[src/rtl/mlfq_pkg.sv]
// Shared types, codes and widths for the multilevel feedback queue scheduler.
// Used by every module of the block; depends on nothing.
package mlfq_pkg;

    // Table size default
    localparam int SLOTS_DEFAULT = 64;

    // Field widths
    localparam int OP_W         = 2;
    localparam int SLOT_FIELD_W = 6;
    localparam int STATE_W      = 3;
    localparam int REQ_LEVEL_W  = 4;
    localparam int LEVEL_W      = 3;
    localparam int BUDGET_W     = 16;
    localparam int TICK_W       = 32;

    // Stream and configuration port widths
    localparam int S_TDATA_W  = 64;
    localparam int M_TDATA_W  = 32;
    localparam int CFG_IDX_W  = 2;
    localparam int CFG_DATA_W = 32;

    // Configuration register indexes
    localparam logic [CFG_IDX_W-1:0] CFG_MAX_LEVEL      = 2'd0;
    localparam logic [CFG_IDX_W-1:0] CFG_FULL_BUDGET    = 2'd1;
    localparam logic [CFG_IDX_W-1:0] CFG_BOOST_INTERVAL = 2'd2;

    // Configuration reset values
    localparam logic [LEVEL_W-1:0]  MAX_LEVEL_RST      = 3'd2;
    localparam logic [BUDGET_W-1:0] FULL_BUDGET_RST    = 16'd10;
    localparam logic [TICK_W-1:0]   BOOST_INTERVAL_RST = 32'd100;

    // A pick gives up after this many passes in a row that find nothing
    localparam int             EMPTY_W          = 4;
    localparam logic [EMPTY_W-1:0] EMPTY_PASS_LIMIT = 4'd9;

    // Task life states
    localparam logic [STATE_W-1:0] TS_EMBRYO   = 3'd1;
    localparam logic [STATE_W-1:0] TS_RUNNABLE = 3'd3;
    localparam logic [STATE_W-1:0] TS_RUNNING  = 3'd4;
    localparam logic [STATE_W-1:0] TS_ZOMBIE   = 3'd5;

    typedef enum logic [OP_W-1:0] {
        OP_SET_STATE = 2'd0,
        OP_SET_PRIO  = 2'd1,
        OP_PICK      = 2'd2,
        OP_ACCOUNT   = 2'd3
    } op_t;

    // One entry of the slot table
    typedef struct packed {
        logic [STATE_W-1:0]  state;
        logic [LEVEL_W-1:0]  level;
        logic [BUDGET_W-1:0] budget;
    } slot_entry_t;

    // Read address source of the slot table
    typedef enum logic [1:0] {
        RD_SLOT  = 2'd0,
        RD_SCAN  = 2'd1,
        RD_SWEEP = 2'd2
    } rd_sel_t;

    typedef enum logic [3:0] {
        S_IDLE,
        S_DISPATCH,
        S_SLOT_UPD,
        S_BOOST_RD,
        S_BOOST_WR,
        S_FINAL_RD,
        S_FINAL_CAP,
        S_PICK_POS,
        S_PICK_EVAL,
        S_RESULT
    } fsm_state_t;

    // Controller to datapath commands
    typedef struct packed {
        logic    capture;
        rd_sel_t rd_sel;
        logic    pick_start;
        logic    slot_update;
        logic    res_zero;
        logic    boost_start;
        logic    sweep_write;
        logic    final_cap;
        logic    pass_advance;
        logic    pick_idle;
        logic    pick_eval;
        logic    load_out;
    } ctrl_cmd_t;

    // Datapath to controller status
    typedef struct packed {
        op_t  op;
        logic slot_in_range;
        logic boost_due;
        logic sweep_last;
        logic pass_end;
        logic pass_exhausted;
        logic pick_hit;
        logic out_free;
    } dp_status_t;

endpackage

[src/rtl/mlfq_ctrl.sv]
// Sequencing controller of the scheduler: one state machine that steps the
// datapath through each word. Depends on mlfq_pkg.
module mlfq_ctrl (
    input  logic                 aclk,
    input  logic                 aresetn,
    input  logic                 s_tvalid,
    output logic                 s_tready,
    input  mlfq_pkg::dp_status_t status,
    output mlfq_pkg::ctrl_cmd_t  cmd
);
    import mlfq_pkg::*;

    fsm_state_t state_reg;
    fsm_state_t state_next;

    // State register
    always_ff @(posedge aclk) begin
        if (!aresetn) begin
            state_reg <= S_IDLE;
        end else begin
            state_reg <= state_next;
        end
    end

    // Next state
    always_comb begin
        state_next = state_reg;
        case (state_reg)
            S_IDLE: begin
                if (s_tvalid) state_next = S_DISPATCH;
            end
            S_DISPATCH: begin
                if (status.op == OP_PICK) begin
                    state_next = S_PICK_POS;
                end else if (!status.slot_in_range) begin
                    state_next = S_RESULT;
                end else begin
                    state_next = S_SLOT_UPD;
                end
            end
            S_SLOT_UPD: begin
                if (status.op == OP_ACCOUNT && status.boost_due) begin
                    state_next = S_BOOST_RD;
                end else begin
                    state_next = S_RESULT;
                end
            end
            S_BOOST_RD: state_next = S_BOOST_WR;
            S_BOOST_WR: begin
                state_next = status.sweep_last ? S_FINAL_RD : S_BOOST_RD;
            end
            S_FINAL_RD:  state_next = S_FINAL_CAP;
            S_FINAL_CAP: state_next = S_RESULT;
            S_PICK_POS: begin
                if (status.pass_end) begin
                    if (status.pass_exhausted) state_next = S_RESULT;
                end else begin
                    state_next = S_PICK_EVAL;
                end
            end
            S_PICK_EVAL: begin
                state_next = status.pick_hit ? S_RESULT : S_PICK_POS;
            end
            S_RESULT: begin
                if (status.out_free) state_next = S_IDLE;
            end
            default: state_next = S_IDLE;
        endcase
    end

    // Commands
    always_comb begin
        cmd      = '0;
        cmd.rd_sel = RD_SLOT;
        s_tready = 1'b0;
        case (state_reg)
            S_IDLE: begin
                s_tready    = 1'b1;
                cmd.capture = s_tvalid;
            end
            S_DISPATCH: begin
                cmd.pick_start = (status.op == OP_PICK);
                cmd.res_zero   = (status.op != OP_PICK) && !status.slot_in_range;
            end
            S_SLOT_UPD: begin
                cmd.slot_update = 1'b1;
                cmd.boost_start = (status.op == OP_ACCOUNT) && status.boost_due;
            end
            S_BOOST_RD: cmd.rd_sel = RD_SWEEP;
            S_BOOST_WR: cmd.sweep_write = 1'b1;
            S_FINAL_RD: cmd.rd_sel = RD_SLOT;
            S_FINAL_CAP: cmd.final_cap = 1'b1;
            S_PICK_POS: begin
                cmd.rd_sel = RD_SCAN;
                if (status.pass_end) begin
                    cmd.pass_advance = 1'b1;
                    cmd.pick_idle    = status.pass_exhausted;
                    cmd.res_zero     = status.pass_exhausted;
                end
            end
            S_PICK_EVAL: cmd.pick_eval = 1'b1;
            S_RESULT: cmd.load_out = status.out_free;
            default: ;
        endcase
    end

endmodule

[src/rtl/mlfq_dpath.sv]
// Datapath of the scheduler: slot table memory with valid bits, scan and
// boost registers, configuration registers and the result register.
// Depends on mlfq_pkg; driven by mlfq_ctrl.
module mlfq_dpath #(
    parameter int SLOTS = mlfq_pkg::SLOTS_DEFAULT
) (
    input  logic                             aclk,
    input  logic                             aresetn,
    input  logic [mlfq_pkg::S_TDATA_W-1:0]   s_tdata,
    output logic                             m_tvalid,
    input  logic                             m_tready,
    output logic [mlfq_pkg::M_TDATA_W-1:0]   m_tdata,
    input  logic                             cfg_wr_en,
    input  logic [mlfq_pkg::CFG_IDX_W-1:0]   cfg_wr_index,
    input  logic [mlfq_pkg::CFG_DATA_W-1:0]  cfg_wr_data,
    input  mlfq_pkg::ctrl_cmd_t              cmd,
    output mlfq_pkg::dp_status_t             status
);
    import mlfq_pkg::*;

    localparam int SLOT_W = $clog2(SLOTS);
    localparam int POS_W  = $clog2(SLOTS + 1);

    // Configuration registers
    logic [LEVEL_W-1:0]  max_level_reg;
    logic [BUDGET_W-1:0] full_budget_reg;
    logic [TICK_W-1:0]   boost_interval_reg;

    // Captured input word
    op_t                     in_op_reg;
    logic [SLOT_FIELD_W-1:0] in_slot_reg;
    logic [STATE_W-1:0]      in_state_reg;
    logic [REQ_LEVEL_W-1:0]  in_level_reg;
    logic [BUDGET_W-1:0]     in_ran_reg;
    logic [TICK_W-1:0]       in_now_reg;

    // Slot table
    slot_entry_t      slot_mem_reg [SLOTS];
    logic [SLOTS-1:0] valid_reg;
    slot_entry_t      rd_data_reg;
    logic             rd_valid_reg;
    slot_entry_t      eff_entry;

    // Scan, boost and sweep state
    logic [LEVEL_W-1:0] scan_level_reg;
    logic [POS_W-1:0]   scan_pos_reg;
    logic               found_reg;
    logic [EMPTY_W-1:0] empty_reg;
    logic [TICK_W-1:0]  deadline_reg;
    logic [SLOT_W-1:0]  sweep_idx_reg;

    // Pending result fields
    logic [SLOT_FIELD_W-1:0] res_chosen_reg;
    logic                    res_valid_reg;
    logic                    res_status_reg;
    logic [LEVEL_W-1:0]      res_level_reg;
    logic [BUDGET_W-1:0]     res_budget_reg;
    logic                    res_demoted_reg;
    logic                    res_boosted_reg;

    // Output register
    logic                 m_tvalid_reg;
    logic [M_TDATA_W-1:0] out_data_reg;

    logic [SLOT_W-1:0] slot_idx;
    logic [SLOT_W-1:0] scan_idx;
    logic [SLOT_W-1:0] rd_addr;
    logic [SLOT_W-1:0] wr_addr;
    logic              wr_en;
    slot_entry_t       wr_data;
    slot_entry_t       upd_entry;
    logic              upd_status;
    logic              upd_demoted;
    slot_entry_t       boost_entry;
    slot_entry_t       pick_entry;
    logic              pick_hit;

    assign slot_idx = SLOT_W'(in_slot_reg);
    assign scan_idx = scan_pos_reg[SLOT_W-1:0];

    // Write configuration registers
    always_ff @(posedge aclk) begin
        if (!aresetn) begin
            max_level_reg      <= MAX_LEVEL_RST;
            full_budget_reg    <= FULL_BUDGET_RST;
            boost_interval_reg <= BOOST_INTERVAL_RST;
        end else if (cfg_wr_en) begin
            case (cfg_wr_index)
                CFG_MAX_LEVEL:      max_level_reg      <= cfg_wr_data[LEVEL_W-1:0];
                CFG_FULL_BUDGET:    full_budget_reg    <= cfg_wr_data[BUDGET_W-1:0];
                CFG_BOOST_INTERVAL: boost_interval_reg <= cfg_wr_data[TICK_W-1:0];
                default: ;
            endcase
        end
    end

    // Capture the accepted word, op in the lowest bits
    always_ff @(posedge aclk) begin
        if (cmd.capture) begin
            in_op_reg    <= op_t'(s_tdata[1:0]);
            in_slot_reg  <= s_tdata[7:2];
            in_state_reg <= s_tdata[10:8];
            in_level_reg <= s_tdata[14:11];
            in_ran_reg   <= s_tdata[30:15];
            in_now_reg   <= s_tdata[62:31];
        end
    end

    // Select read address
    always_comb begin
        case (cmd.rd_sel)
            RD_SLOT:  rd_addr = slot_idx;
            RD_SCAN:  rd_addr = scan_idx;
            RD_SWEEP: rd_addr = sweep_idx_reg;
            default:  rd_addr = slot_idx;
        endcase
    end

    // Table memory: one write and one registered read a cycle
    always_ff @(posedge aclk) begin
        if (wr_en) slot_mem_reg[wr_addr] <= wr_data;
        rd_data_reg  <= slot_mem_reg[rd_addr];
        rd_valid_reg <= valid_reg[rd_addr];
    end

    // Mark entries written since reset; others read as zero
    always_ff @(posedge aclk) begin
        if (!aresetn) begin
            valid_reg <= '0;
        end else if (wr_en) begin
            valid_reg[wr_addr] <= 1'b1;
        end
    end

    assign eff_entry = rd_valid_reg ? rd_data_reg : '0;

    // Update of the addressed slot
    always_comb begin
        upd_entry   = eff_entry;
        upd_status  = 1'b0;
        upd_demoted = 1'b0;
        case (in_op_reg)
            OP_SET_STATE: begin
                if (in_state_reg <= TS_ZOMBIE) begin
                    upd_entry.state = in_state_reg;
                    if (in_state_reg == TS_EMBRYO) begin
                        upd_entry.level  = max_level_reg;
                        upd_entry.budget = full_budget_reg;
                    end
                end
            end
            OP_SET_PRIO: begin
                if (in_level_reg > {1'b0, max_level_reg}) begin
                    upd_status = 1'b1;
                end else begin
                    upd_entry.level  = in_level_reg[LEVEL_W-1:0];
                    upd_entry.budget = full_budget_reg;
                end
            end
            OP_ACCOUNT: begin
                if (in_ran_reg >= eff_entry.budget) begin
                    if (eff_entry.level != '0) begin
                        upd_entry.level = eff_entry.level - 1'b1;
                        upd_demoted     = 1'b1;
                    end
                    upd_entry.budget = full_budget_reg;
                end else begin
                    upd_entry.budget = eff_entry.budget - in_ran_reg;
                end
            end
            default: ;
        endcase
    end

    // Raise one entry during the boost sweep
    always_comb begin
        boost_entry = eff_entry;
        if (eff_entry.state != TS_ZOMBIE && eff_entry.level < max_level_reg) begin
            boost_entry.level  = eff_entry.level + 1'b1;
            boost_entry.budget = full_budget_reg;
        end
    end

    // Pick test of the scanned entry
    assign pick_hit = (eff_entry.state == TS_RUNNABLE) && (eff_entry.level == scan_level_reg);
    always_comb begin
        pick_entry       = eff_entry;
        pick_entry.state = TS_RUNNING;
    end

    // Select write source
    always_comb begin
        wr_en   = cmd.slot_update | cmd.sweep_write | (cmd.pick_eval & pick_hit);
        wr_addr = scan_idx;
        wr_data = pick_entry;
        if (cmd.slot_update) begin
            wr_addr = slot_idx;
            wr_data = upd_entry;
        end else if (cmd.sweep_write) begin
            wr_addr = sweep_idx_reg;
            wr_data = boost_entry;
        end
    end

    // Advance the scan, the boost deadline and the sweep counter
    always_ff @(posedge aclk) begin
        if (!aresetn) begin
            scan_level_reg <= MAX_LEVEL_RST;
            scan_pos_reg   <= '0;
            found_reg      <= 1'b0;
            empty_reg      <= '0;
            deadline_reg   <= BOOST_INTERVAL_RST;
            sweep_idx_reg  <= '0;
        end else begin
            if (cmd.pick_start) empty_reg <= '0;
            // Give up: restart the scan at the top
            if (cmd.pick_idle) begin
                scan_level_reg <= max_level_reg;
                scan_pos_reg   <= '0;
                found_reg      <= 1'b0;
            end else if (cmd.pass_advance) begin
                if (!found_reg) begin
                    empty_reg      <= empty_reg + 1'b1;
                    scan_level_reg <= (scan_level_reg == '0) ? max_level_reg
                                                             : scan_level_reg - 1'b1;
                end
                found_reg    <= 1'b0;
                scan_pos_reg <= '0;
            end else if (cmd.pick_eval) begin
                scan_pos_reg <= scan_pos_reg + 1'b1;
                if (pick_hit) found_reg <= 1'b1;
            end
            if (cmd.boost_start) begin
                deadline_reg  <= in_now_reg + boost_interval_reg;
                sweep_idx_reg <= '0;
            end
            if (cmd.sweep_write) sweep_idx_reg <= sweep_idx_reg + 1'b1;
        end
    end

    // Build the pending result
    always_ff @(posedge aclk) begin
        if (cmd.res_zero) begin
            res_chosen_reg  <= '0;
            res_valid_reg   <= 1'b0;
            res_status_reg  <= 1'b0;
            res_level_reg   <= '0;
            res_budget_reg  <= '0;
            res_demoted_reg <= 1'b0;
            res_boosted_reg <= 1'b0;
        end
        if (cmd.slot_update) begin
            res_chosen_reg  <= '0;
            res_valid_reg   <= 1'b0;
            res_status_reg  <= upd_status;
            res_level_reg   <= upd_entry.level;
            res_budget_reg  <= upd_entry.budget;
            res_demoted_reg <= upd_demoted;
            res_boosted_reg <= cmd.boost_start;
        end
        if (cmd.final_cap) begin
            res_level_reg  <= eff_entry.level;
            res_budget_reg <= eff_entry.budget;
        end
        if (cmd.pick_eval && pick_hit) begin
            res_chosen_reg  <= SLOT_FIELD_W'(scan_idx);
            res_valid_reg   <= 1'b1;
            res_status_reg  <= 1'b0;
            res_level_reg   <= eff_entry.level;
            res_budget_reg  <= eff_entry.budget;
            res_demoted_reg <= 1'b0;
            res_boosted_reg <= 1'b0;
        end
    end

    // Output register: hold the word until taken
    always_ff @(posedge aclk) begin
        if (!aresetn) begin
            m_tvalid_reg <= 1'b0;
        end else if (cmd.load_out) begin
            m_tvalid_reg <= 1'b1;
        end else if (m_tready) begin
            m_tvalid_reg <= 1'b0;
        end
    end

    always_ff @(posedge aclk) begin
        if (cmd.load_out) begin
            out_data_reg <= {3'b000, res_boosted_reg, res_demoted_reg, res_budget_reg,
                             res_level_reg, res_status_reg, res_valid_reg, res_chosen_reg};
        end
    end

    assign m_tvalid = m_tvalid_reg;
    assign m_tdata  = out_data_reg;

    // Status to the controller
    assign status.op             = in_op_reg;
    assign status.slot_in_range  = 32'(in_slot_reg) < 32'(SLOTS);
    assign status.boost_due      = deadline_reg <= in_now_reg;
    assign status.sweep_last     = sweep_idx_reg == SLOT_W'(SLOTS - 1);
    assign status.pass_end       = scan_pos_reg >= POS_W'(SLOTS);
    assign status.pass_exhausted = !found_reg && (empty_reg == EMPTY_PASS_LIMIT - 1'b1);
    assign status.pick_hit       = pick_hit;
    assign status.out_free       = !m_tvalid_reg || m_tready;

endmodule

[src/rtl/mlfq_process_scheduler.sv]
// Top level of the multilevel feedback queue scheduler: controller plus
// datapath. Depends on mlfq_pkg, mlfq_ctrl and mlfq_dpath.
//
// Multilevel feedback queue scheduler over SLOTS task slots, one result word
// for every input word. The slot table is a single-port-write memory with a
// registered read, so all work goes one table access per step. After
// acceptance, set_state, set_priority and an account without boost update
// the slot and go to the result, an out-of-range slot goes straight to it;
// an account that triggers the boost sweeps the table one slot at a time
// (read, then write) and then rereads the addressed slot; a pick reads and
// then tests one slot at a time, pass by pass and level by level, and
// ends at the first hit or reports idle when nothing is runnable (the rest
// of a pass that already found a slot, then nine empty passes).
// A new word is accepted once the current one has moved into the output
// register, which holds it until it is taken. Configuration writes take
// effect at the next clock and are meant for times when no word is in flight.
module mlfq_process_scheduler #(
    parameter int SLOTS = mlfq_pkg::SLOTS_DEFAULT
) (
    input  logic                             aclk,
    input  logic                             aresetn,
    // s_tdata: op[1:0], slot[7:2], new_state[10:8], level[14:11],
    //          ran_ticks[30:15], now[62:31], zero[63]
    input  logic                             s_tvalid,
    output logic                             s_tready,
    input  logic [mlfq_pkg::S_TDATA_W-1:0]   s_tdata,
    // m_tdata: chosen_slot[5:0], chosen_valid[6], status[7], slot_level[10:8],
    //          slot_budget[26:11], demoted[27], boosted[28], zero[31:29]
    output logic                             m_tvalid,
    input  logic                             m_tready,
    output logic [mlfq_pkg::M_TDATA_W-1:0]   m_tdata,
    input  logic                             cfg_wr_en,
    input  logic [mlfq_pkg::CFG_IDX_W-1:0]   cfg_wr_index,
    input  logic [mlfq_pkg::CFG_DATA_W-1:0]  cfg_wr_data
);
    import mlfq_pkg::*;

    ctrl_cmd_t  cmd;
    dp_status_t status;

    mlfq_ctrl u_ctrl (
        .aclk     (aclk),
        .aresetn  (aresetn),
        .s_tvalid (s_tvalid),
        .s_tready (s_tready),
        .status   (status),
        .cmd      (cmd)
    );

    mlfq_dpath #(
        .SLOTS (SLOTS)
    ) u_dpath (
        .aclk         (aclk),
        .aresetn      (aresetn),
        .s_tdata      (s_tdata),
        .m_tvalid     (m_tvalid),
        .m_tready     (m_tready),
        .m_tdata      (m_tdata),
        .cfg_wr_en    (cfg_wr_en),
        .cfg_wr_index (cfg_wr_index),
        .cfg_wr_data  (cfg_wr_data),
        .cmd          (cmd),
        .status       (status)
    );

endmodule

[config.mk]
export PLATFORM = sky130hd
export DESIGN_NAME = mlfq_process_scheduler
export DESIGN_NICKNAME = d
export VERILOG_FILES = /design/src/rtl/mlfq_pkg.sv /design/src/rtl/mlfq_ctrl.sv /design/src/rtl/mlfq_dpath.sv /design/src/rtl/mlfq_process_scheduler.sv
export SDC_FILE = /design/constraint.sdc
export NUM_CORES = 2
export LEC_CHECK = 0
export BUFFER_PORTS_ARGS = -buffer_cell sky130_fd_sc_hd__buf_2
export CORE_MARGIN = 5
export CORE_UTILIZATION = 50
export DETAILED_ROUTE_END_ITERATION = 12
export MAX_ROUTING_LAYER = met4
export PLACE_DENSITY = 0.66
export SLEW_MARGIN = 20
export SYNTH_ARGS = -nofsm -noshare
export SYNTH_HDL_FRONTEND = slang
export SYNTH_HIERARCHICAL = 1
export SYNTH_SLANG_ARGS = --single-unit
[constraint.sdc]
create_clock -name aclk -period 12.5 [get_ports aclk]
set_input_delay 2.5 -clock aclk [delete_from_list [all_inputs] [get_ports aclk]]
set_output_delay 2.5 -clock aclk [all_outputs]
set_load 0.02 [all_outputs]
# Word-level counts from Yosys, hierarchy flattened
# Memories as Yosys holds them, arrays and structs flattened. A register that Yosys moved wholly into a read port is not among the register bits.
# Index checks and enable logic that the tools add are counted.
totals:
  register_bits: 295
  ram_bits: 1408
  output_inout_bits: 34
  wordCells: 180
  mem_count: 1
memory_table:
  columns: ["memory", "words", "width", "read_ports", "rd_clocked_by_memory_dff", "wr", "line_no", "rtl"]
  rows:
  - ["u_dpath.slot_mem_reg", 64, 22, 1, 1, 1, "mlfq_dpath.sv:38", "slot_entry_t slot_mem_reg [SLOTS];"]
op_classes:
  add_sub_neg: 8
  magnitude_cmp: 9
  n_eq_ne: 26
  mux: 77
  bitwise: 5
  reduce_logical: 27
op_table:
  columns: ["operator", "count"]
  rows:
  - ["two-way mux 22 bit", 4]
  - ["two-way mux 16 bit", 5]
  - ["OR 64 bit", 1]
  - ["two-way mux 19 bit", 3]
  - ["one-hot mux 19 bit (3 select lines)", 1]
  - ["two-way mux 6 bit", 7]
  - ["two-way mux 4 bit", 10]
  - ["one-hot mux 4 bit (10 select lines)", 1]
  - ["two-way mux 3 bit", 13]
  - ["adder 32 bit", 1]
  - ["less-or-equal comparator 32 bit", 1]
  - ["two-way mux 1 bit", 27]
  - ["equality test 4 x 3 -> 1 bit, second input constant", 4]
  - ["greater-or-equal comparator 16 bit", 1]
  - ["subtractor 16 bit", 1]
  - ["< comparator 6 x 7 -> 1 bit, second input constant", 2]
  - ["equality test 4 bit, second input constant", 3]
  - ["one-hot mux 6 bit (2 select lines)", 1]
  - ["AND reduction 2 bit", 5]
  - ["equality test 2 bit, second input constant", 4]
  - ["equality test 4 x 2 -> 1 bit, second input constant", 2]
  - ["nonzero test 2 bit", 4]
  - ["adder 7 x 1 -> 7 bit, second input constant", 1]
  - ["greater-or-equal comparator 7 bit, second input constant", 1]
  - ["35 further kinds", 49]

# Longest topological paths before layout
logic_depth:
  depth_word: 9
  depth_mapped: 18
  depth_no_buf: 16

# Hierarchy
# The synthesis kept the hierarchy.
modules_own_cells:
  columns: ["module", "instances", "cells_each", "area_per_inst_um2", "seq_area_each_um2"]
  rows:
  - ["mlfq_dpath", 1, 4101, 70550.2, 49717.7]
  - ["mlfq_ctrl", 1, 58, 451.7, 80.1]

# Worst setup path before layout
# No wires, ideal clock.
synth_timing:
  kind: "register -> register"
  from: "reg u_dpath.rd_valid_reg"
  to: "mem u_dpath/slot_mem_reg[0][18] (netlist name), data pin"
  setup_ps: 702
  t_arrival_ps: 5737
  t_required_ps: 11798
  slack_ps: 6061
  stages_incl_launch_ff: 16
  n_path_buf: 3
  path_cell_list: "dfxtp_1 > buf_2 > clkbuf_1 > clkbuf_1 > nand2_1 > ha_1 > inv_1 > fa_1 > nand2b_1 > and4_1 > a221o_1 > o41a_4 > o211ai_4 > nand4_1 > and3_1 > o21ai_0"
synth_lines:
  columns: ["item", "line_no", "rtl"]
  rows:
  - ["start: declaration", "mlfq_dpath.sv:41", "logic rd_valid_reg;"]
  - ["start signal: assignment", "mlfq_dpath.sv:123", "rd_valid_reg <= valid_reg[rd_addr];"]
  - ["end: declaration", "mlfq_dpath.sv:38", null]

==> reports/metrics.yaml <==
die_area_mm2: 0.150
netlist_area_mm2: 0.0710
syn_to_final_growth_pct: 12.4
worstPathArrival_ps: 6800
final_area_mm2: 0.0798
synth-seq-cells: 1725
wl_per_cell_um: 26.3
finalHoldViolCount: 0
hpwl_mm: 96.5
crit_fanout: 104
post_synth_num_cell_types: 89
postRouteWirelength_mm: 168
drtIter0Drc: 3680
tightest_slew_ps: 1020
topRoutingLayerUsed: "met4"
cp_num_buf_inv: 4
die_y_um: 387
cts_tree: "built"
cp.required_ps: 13200
ys.flop_type: "edfxtp_1"
finalCritPeriodShare_pct: 48.8
ant_nets: 0
post_route_cells_drive_above_1_share_pct: 21.6
yosysWarnings: 6
grt_max_degree: 129
peakVddDrop_mv: 0.214
placed_cell_area_mm2: 0.0744
largest_register_ffs: 1408
clock_tree.buffer_depth: 3
grt_pass1_wl_mm: 248
cp_slowest_stage_delay_ps: 800
rows: 138
cts_root_buf: "clkbuf_16"
antenna_found_initial: 2
finalSetupViolations: 0
cts_buffers: 170
clk_pin_slew_ps: 60
critPathLaunchType: "register"
start_util_pct: 50.2
period_minus_slack_ps: 6100
drt_first_pass_iters: 6
via_per_inst: 6.03
fin_cells: 6370
track_usage_pct: 22.8
crit_type: "register to register"
cts_resized: 0
critPathSlowestCell: "buf_4"
max_freq_ghz: 0.164
synthesis.instances: 4159
skew_ps: 27.6
drc_errors: 0
wl_met1_mm: 71.2
hold_class: "register to register"
run_status: "finished, final reports clean"
nNetsFinal: 4532
avgSynthCellArea_um2: 17.1
gp_congestion: 0.873
fill_cells: 10700
worst_skew_pair.late_latency_ps: 810
layout_commonest_cell: "edfxtp_1"
fin_tns_setup_ps: 0
grt-ovfl-total: 0
ys_seq_area_share_pct: 70.1
io_pins: 137
final_max_slew_viol_count: 0
cts.sinks: 1725
powerDensity_mw_per_mm2: 215
met2_length_mm: 80.8
cp_cell_sequence: "nand2b_1 > nor2_1 > inv_1 > ha_1 > nand2_1 > o21ai_4 > buf_4 > buf_4 > buf_12 > mux4_2 > nor2b_1 > a211oi_1 > a211oi_1 > a21oi_1 > mux2i_1"
dpl.cell_count: 6051
postCtsSetupBuffers: 0
path_delay_family: "buffers and inverters"
core_mm2: 0.141
crit_path_end_kind: "register"
vias: 38400
async_flop_share_pct: 0
port_buffers: 132
leakage_nw: 26.6
drv_cap: 0
slew_headroom_pct: 32.0
cts_hold_buffers: 0
synth-edff-count: 1525
grt_pass1_vias: 37500
die-width_um: 387
wl_met3_mm: 12.0
final_cell_mix: "edfxtp_1, mux4_2, a21oi_1"
grt_setup_unrepaired: "false"
htreeDepth: 4
-- cells in the mapped netlist, types with 19 or more instances --
cell	n	area (um2)
a211oi_1	151	1130
a21o_1	29	218
a21oi_1	230	1150
a31oi_1	19	119
and2_1	24	150
buf_2	85	425
buf_4	19	143
clkbuf_1	131	492
dfxtp_1	200	4000
edfxtp_1	1525	45800
ha_1	94	1180
inv_1	92	345
mux2i_1	154	1540
mux4_2	368	8290
nand2_1	209	785
nand3_1	33	165
nor2_1	174	653
nor2b_1	107	669
nor3_1	23	115
o21a_1	81	608
o21ai_0	86	430
o22ai_1	19	119
xnor2_1	26	228
-- power breakdown --
group / total (W) / switching (W) / internal [W]
sequential: 0.00743 / 0.000180 / 0.00725
combinational: 0.00481 / 0.00312 / 0.00168
clock: 0.00495 / 0.00213 / 0.00282
total: 0.0172 / 0.00543 / 0.0118
-- cell families after synthesis --
| logic type | count (synthesis) | synth area share (%) |
|---|---|---|
| other cells | 2 | 0.0106 |
| buf+inv | 334 | 2.03 |
| flops | 1725 | 70.1 |
| simple gates | 690 | 4.83 |
| mux | 524 | 13.9 |
| xor+xnor | 38 | 0.469 |
| fa+ha+maj | 97 | 1.73 |
| compound gates | 749 | 6.93 |
-- area by class of cell --
cell class / count / area [um2] / area share (%)
inverter: 94 / 353 / 0.442
clock inverter: 85 / 689 / 0.864
clock buffer: 233 / 4750 / 5.95
timing repair buffer: 240 / 1540 / 1.93
tap: 1890 / 2360 / 2.96
sequential: 1725 / 49800 / 62.4
antenna: 1 / 2.50 / 0.00314
multi-input combinational: 2102 / 20300 / 25.5
-- per-layer routing --
metal / vias up / global-route usage, %
met3: 231 / 3.96
met4: 0 / 5.81
li1: 17000 / -
met5: - / -
met2: 1402 / 35.6
met1: 19800 / 31.6
-- path summary, 6_finish.rpt --
kind	to	slack, ps	start	cells after the start
worst max-delay path	u_dpath/rd_valid_reg	6400	u_ctrl/state_reg[2]	15
worst min register to register	u_dpath/m_tdata[22]	420	u_dpath/res_budget_reg[11]	0
worst min-delay path	u_dpath/m_tdata[22]	420	u_dpath/res_budget_reg[11]	0
worst max register to register	u_dpath/rd_valid_reg	6400	u_ctrl/state_reg[2]	15
-- worst register-to-register path, cell delays in order, from the launching register on --
cell	delay [ps]
dfxtp_1	630
nand2b_1	260
nor2_1	210
inv_1	60
ha_1	730
nand2_1	200
o21ai_4	100
buf_4	500
buf_4	800
buf_12	640
mux4_2	560
nor2b_1	130
a211oi_1	60
a211oi_1	750
a21oi_1	110
mux2i_1	280
-- per-stage QoR --
stage	total power, W	utilization, %	hold WS [ps]	setup WS (ps)
final	0.0172	56.4	418	6400
after global routing	0.0179	56.4	430	5820
after CTS	0.0173	56.4	419	6330
after detailed placement	0.0124	52.6	405	6380
after global placement	0.0123	52.6	401	6390
after floorplan	0.0107	-	400	6060
(Power assumes the default switching activity.)
